`src/sv/rbnh_pkg.sv`:
```
// ----------------------------------------------------------------------------
// rbnh_pkg: shared types for the ray / box nearest-hit block
// Holds the per-axis edge record passed from the front end to the back end.
// ----------------------------------------------------------------------------
`default_nettype none
package rbnh_pkg;

  // One box, classified by the front end: edges relative to the ray origin.
  typedef struct packed {
    logic signed [33:0] lo_x;   // box low edge minus origin, x
    logic signed [33:0] hi_x;
    logic signed [33:0] lo_y;
    logic signed [33:0] hi_y;
    logic signed [32:0] d_x;    // ray extent, x
    logic signed [32:0] d_y;
    logic signed [31:0] o_x;    // ray origin
    logic signed [31:0] o_y;
    logic signed [31:0] c_x;    // box center
    logic signed [31:0] c_y;
    logic        [30:0] hw;
    logic        [30:0] hh;
    logic        [31:0] id;
    logic               last;
  } box_job_t;

endpackage
`default_nettype wire

```
`src/sv/rbnh_front.sv`:
```
// ----------------------------------------------------------------------------
// rbnh_front: box intake
// Forms edges relative to the origin and a two-entry queue to the back end.
// ----------------------------------------------------------------------------
`default_nettype none
module rbnh_front
  import rbnh_pkg::*;
(
  input  wire              clk,
  input  wire              rst,
  input  wire              in_valid,
  output logic             in_ready,
  input  wire signed [31:0] ox, oy, ex, ey,
  input  wire signed [31:0] cx, cy,
  input  wire [30:0]       hw, hh,
  input  wire [31:0]       id,
  input  wire              last,
  output logic             q_valid,
  input  wire              q_pop,
  output box_job_t         q_job
);
  box_job_t      mem [2];
  logic          wp, rp;
  logic [1:0]    cnt;
  box_job_t      j;

  always_comb begin
    j.lo_x = 34'(cx) - 34'(hw) - 34'(ox);
    j.hi_x = 34'(cx) + 34'(hw) - 34'(ox);
    j.lo_y = 34'(cy) - 34'(hh) - 34'(oy);
    j.hi_y = 34'(cy) + 34'(hh) - 34'(oy);
    j.d_x  = 33'(ex) - 33'(ox);
    j.d_y  = 33'(ey) - 33'(oy);
    j.o_x = ox; j.o_y = oy; j.c_x = cx; j.c_y = cy;
    j.hw = hw; j.hh = hh; j.id = id; j.last = last;
  end

  assign in_ready = (cnt != 2'd2);
  assign q_valid  = (cnt != 2'd0);
  assign q_job    = mem[rp];

  always_ff @(posedge clk) begin
    if (in_valid && in_ready) mem[wp] <= j;
    if (rst) begin
      wp <= 1'b0; rp <= 1'b0; cnt <= '0;
    end else begin
      if (in_valid && in_ready) wp <= ~wp;
      if (q_pop) rp <= ~rp;
      cnt <= cnt + 2'(in_valid && in_ready) - 2'(q_pop);
    end
  end

  a_pop_ok: assert property (@(posedge clk) disable iff (rst) q_pop |-> cnt != 2'd0)
    else $error("pop of empty queue");
endmodule
`default_nettype wire

```
`config.mk`:
```
export PLATFORM = sky130hd
export DESIGN_NAME = rbnh_front
export DESIGN_NICKNAME = d
export VERILOG_FILES = /design/src/sv/rbnh_pkg.sv /design/src/sv/rbnh_front.sv
export SDC_FILE = /design/constraint.sdc
export NUM_CORES = 1
export LEC_CHECK = 0
export CAP_MARGIN = 5
export CELL_PAD_IN_SITES_DETAIL_PLACEMENT = 1
export CELL_PAD_IN_SITES_GLOBAL_PLACEMENT = 1
export CORE_ASPECT_RATIO = 0.7
export CORE_MARGIN = 3
export CORE_UTILIZATION = 53
export CTS_CLUSTER_DIAMETER = 40
export DETAILED_ROUTE_END_ITERATION = 12
export DONT_BUFFER_PORTS = 1
export GPL_TIMING_DRIVEN = 0
export HOLD_SLACK_MARGIN = 0.02
export PLACE_DENSITY = 0.92
export REMOVE_ABC_BUFFERS = 1
export SLEW_MARGIN = 20
export SYNTH_ARGS = -nofsm -noshare
export SYNTH_HDL_FRONTEND = slang
export SYNTH_SLANG_ARGS = --single-unit
```
`constraint.sdc`:
```
create_clock -name clk -period 29.5 [get_ports clk]
set_clock_uncertainty 0.1 [all_clocks]
set_input_delay 8.85 -clock clk [delete_from_list [all_inputs] [get_ports clk]]
set_output_delay 8.85 -clock clk [all_outputs]
set_load 0.05 [all_outputs]
```
==> results by stage <==
GRT:
- Entering global routing, the biggest net connects 62 pins.
- The total global-route track usage is 34.32%.
- The first-pass GRT wire length is ~220000 um.
- The number of global-route vias before repair was 32110.
- The number of antenna violations at the first check in global routing was 8.
- After global routing the overflow that remains totals 0.

Yosys:
- The number of enable-type register cells in the synthesized netlist is between 800 and 900.
- Counting flops and latches in the post-synthesis netlist gives 855.
- The share of flip-flops with an asynchronous set or reset is 0%.
- The summed instance area of the synthesized netlist is 44500 sq um.
- By area the synthesized netlist is led by edfxtp_1, mux2_2, ha_1.
- Yosys printed 0 warnings.
- edfxtp_1 takes more of the synthesized area than any other cell.
- Counting every instance in the synthesized netlist gives 3245.
- The main flop type after synthesis is edfxtp_1.
- The top-area cell type share of the netlist area is around 57%.
- The number of different library cells used by synthesis comes to 78.
- The share of the Yosys chip area taken by registers is 57.59%.
- The average instance in the mapped netlist occupies 13.71 sq um.

Min path:
- The worst hold path was traced through 2 stages.
- The min-delay analysis places its worst path in the category flop to flop.
- The origin of the worst min-delay path is rp.

Routing:
- The count of nets left with antenna violations once routing finished came out at 0.
- The first TritonRoute pass finished after 6 iterations.
- The number of vias after detailed routing is 29570.
- After detailed routing, the number of remaining DRC violations is 0.
- After detailed routing, the total wire length is 153000 um.
- The violation count after the first detailed-routing iteration is 3262.
- In the final routed layout, each cell accounts on average for 33.77 um.
- Dividing the detail-routed via count by the number of cells gives 6.528.

Layout:
- In the final layout, the multi-input gates occupy about 17000 sq um.
- The layout-stage area growth over the synthesis result is 12.05%.
- The final layout contains 3943 nets.
- Counting the fill cells in the layout gives 7852.
- The leading cell type in the layout, fill and taps excluded is edfxtp_1.
- Measured on the finished design, the core utilization comes to 60.22%.
- The sequential cells in the finished layout cover a total of 25630 sq um.
- In the final layout, the share of cells above drive strength 1 is 18.85%.
- Leaving out fill and tap cells, the most frequent cells in the layout are edfxtp_1, inv_1, mux2_2, ha_1, a21oi_1.

Power and ir drop:
- The net switching share of the total power is 39.64%.
- The power per cell area is approximately 92 nW/um^2.
- IR analysis of the VDD net gives a maximum drop of approximately 77 uV.
- The switching component of the power is 1809 uW.
- Per report_power, the combinational group accounts for 34.1% of the total.
- The clock power share is 27.8%.
- The sequential share of power is 38.1%.
- In this run the static leakage power is between 0.015 and 0.02 uW.
- The internal power of the cells is 2755 uW.

STA:
- The final setup slack of the worst path is 16790 ps.
- The final count of negative-setup-slack endpoints is 0.
- The final hold slack is 476.2 ps.
- For the pin with the worst max-slew slack, the measured transition is 1065 ps.
- Setup repair after global routing left no endpoint under its margin.
- The final clock period utilization by the worst path is between 40% and 50%.
- The max-slew violation count was 0.
- The final-report hold violation count is 0.
- The worst path needs 12710 ps of the cycle, external delays included.
- Timing would allow up to 0.07867 GHz.
- The headroom to the max-slew limit is between 20% and 30%.

Clocking:
- The number of buffers added by the clock tree synthesis step is 102.
- The clock tree from TritonCTS is yes.
- The register clock-pin slew on the reported worst setup and hold paths is 60 ps.
- The clock drives 855 sinks.
- The buffer count from post-CTS setup fixing is 0.
- The clock tree synthesis step divided the H-tree into 3 levels.
- Gates resized during post-CTS repair numbered 0.
- The number of hold-repair buffers added at the cts stage is 0.
- The root buffer cell chosen for the clock tree is clkbuf_16.
- The number of buffers on the longest clock path is 3.
- At the later pin of the worst-skew pair, clock insertion delay measures 690 ps.

Place:
- Prior to clock tree synthesis, the placed netlist has a worst setup slack of about 16000 ps.
- The half-perimeter wire length after detailed placement is 104400 um.
- The quantity of I/O buffers inserted on ports is 0.
- The congestion estimate from routability-driven global placement came to 0.9242.

Critical path:
- The required time reported for the critical path endpoint is roughly 30000 ps.
- The critical path class is primary input to flop.
- The launching point of the worst reg2reg path is cnt[0].
- The maximum fanout along the worst path is 6.
- For flop-to-flop paths, the worst setup slack is between 20000 and 30000 ps.
- The reg-to-reg critical path endpoint is mem[0][282].
- The worst setup path is captured at a flop.
- The worst setup path is launched from a primary input.
- The worst-case reg-to-reg path depth is 8.
- The signal arrival time at the worst endpoint is about 13000 ps.

Floorplanning:
- The die covers around 88000 sq um.
- In this run the count of I/O pins placed on the die edge is 718.
- The floorplan has 88 rows.
- The overall die height is 248.4 um.
- For this configuration, the core starts out at a cell density of a little over half.
- The total area inside the core boundary comes to 82800 sq um.
- The die span in x is 352.3 um.

Run status:
- The run finished with clean final reports.

Run:
- The number of violations of the max-capacitance limit is 0.
## sequential cells by signal, indices dropped and copies added, names as in the netlist, named ones only
| name | count |
|---|---|
| rp | 1 |
| cnt | 2 |
| mem | 850 |
| wp | 1 |
## routing by layer
metal / up-vias / global-route usage (%) / routed length [um]
met2: 2043 / 59.51 / 76320
met5: - / 0 / 45
li1: 11890 / - / -
met1: 14990 / 38.73 / 51790
met4: 6 / 18.07 / 10020
met3: 636 / 9.482 / 14780
## layout make-up
type,instances,share of cell area [%]
Antenna cell,4,0.02008
Clock buffer,117,5.318
Clock inverter,68,1.315
Inverter,449,3.380
Multi-Input combinational cell,1875,33.98
Sequential cell,855,51.40
Tap cell,1125,2.823
Timing Repair Buffer,37,1.757
## cells in the mapped netlist, drive strengths merged (5+ instances only)
master and number:
a31o 6, xor2 57, mux2 427, clkbuf 60
ha 206, nand3b 5, buf 6, a21boi 7
inv 449, nor4 6, and3 18, a21oi 155
and2 12, nor2 116, dfxtp 5, o21a 26
nor3 36, nand4 18, fa 126, o21bai 24
a31oi 26, o31a 11, o31ai 6, xnor2 108
a2111oi 6, or3 7, o2111ai 8, or2 6
nand2b 34, nor2b 28, nand2 89, a211o 5
a221o 5, a211oi 14, o311ai 7, edfxtp 850
a21o 88, o21ai 84, o211ai 12, nand3 35
## worst max-delay path: stages
cell and delay, ps:
inv_1 40, fa_1 570, inv_1 80, ha_1 310, a211oi_1 440, o21ai_0 300
a2bb2oi_1 410, nor4_1 120, o21ai_0 480, a21oi_1 260, o211a_1 340, o31a_1 270
o311ai_0 510
## kinds of logic (layout without fill, tap and decap cells)
| logic type | after synthesis | after routing | synth area share, % |
|---|---|---|---|
| fa+ha+maj | 332 | 332 | 11.46 |
| other cells | 0 | 4 | 0 |
| mux | 431 | 431 | 10.90 |
| xor+xnor | 165 | 165 | 3.248 |
| simple gates | 420 | 420 | 4.634 |
| compound gates | 527 | 527 | 7.811 |
| buf+inv | 515 | 671 | 4.364 |
| flops | 855 | 855 | 57.59 |
## power by group through the flow
stage / sequential [uW] / clock (uW) / combinational, uW
final: 1740 / 1270 / 1560
after global routing: 1750 / 1330 / 1610
after CTS: 1740 / 1270 / 1530
after detailed placement: 1750 / 0 / 1490
after global placement: 1950 / 0 / 1380
after floorplan: 1860 / 0 / 1150
## stage by stage
stage	cells	cell area (sq um)	total power [uW]	setup TNS (ps)
2_1_floorplan	3179	44240	3006	0
3_3_place_gp	4304	45650	3326	-3412200
3_5_place_dp	4341	46540	3237	0
4_1_cts	4526	49850	4547	0
5_1_grt	4528	49850	4687	0
6_report	4530	49860	4564	0
## how the worst max path moves through the flow
stage	startpoint	to	slack, ps	depth (start not counted)
after floorplan	in_valid	mem[0][0]	1630	2
after CTS	cx[1]	mem[0][388]	16770	13
after global placement	in_valid	mem[0][2]	-8090	2
final	cx[1]	mem[0][388]	16790	13
after detailed placement	cx[1]	mem[0][388]	16230	13
after global routing	cx[1]	mem[0][388]	16640	13
(Power assumes the default switching activity.)
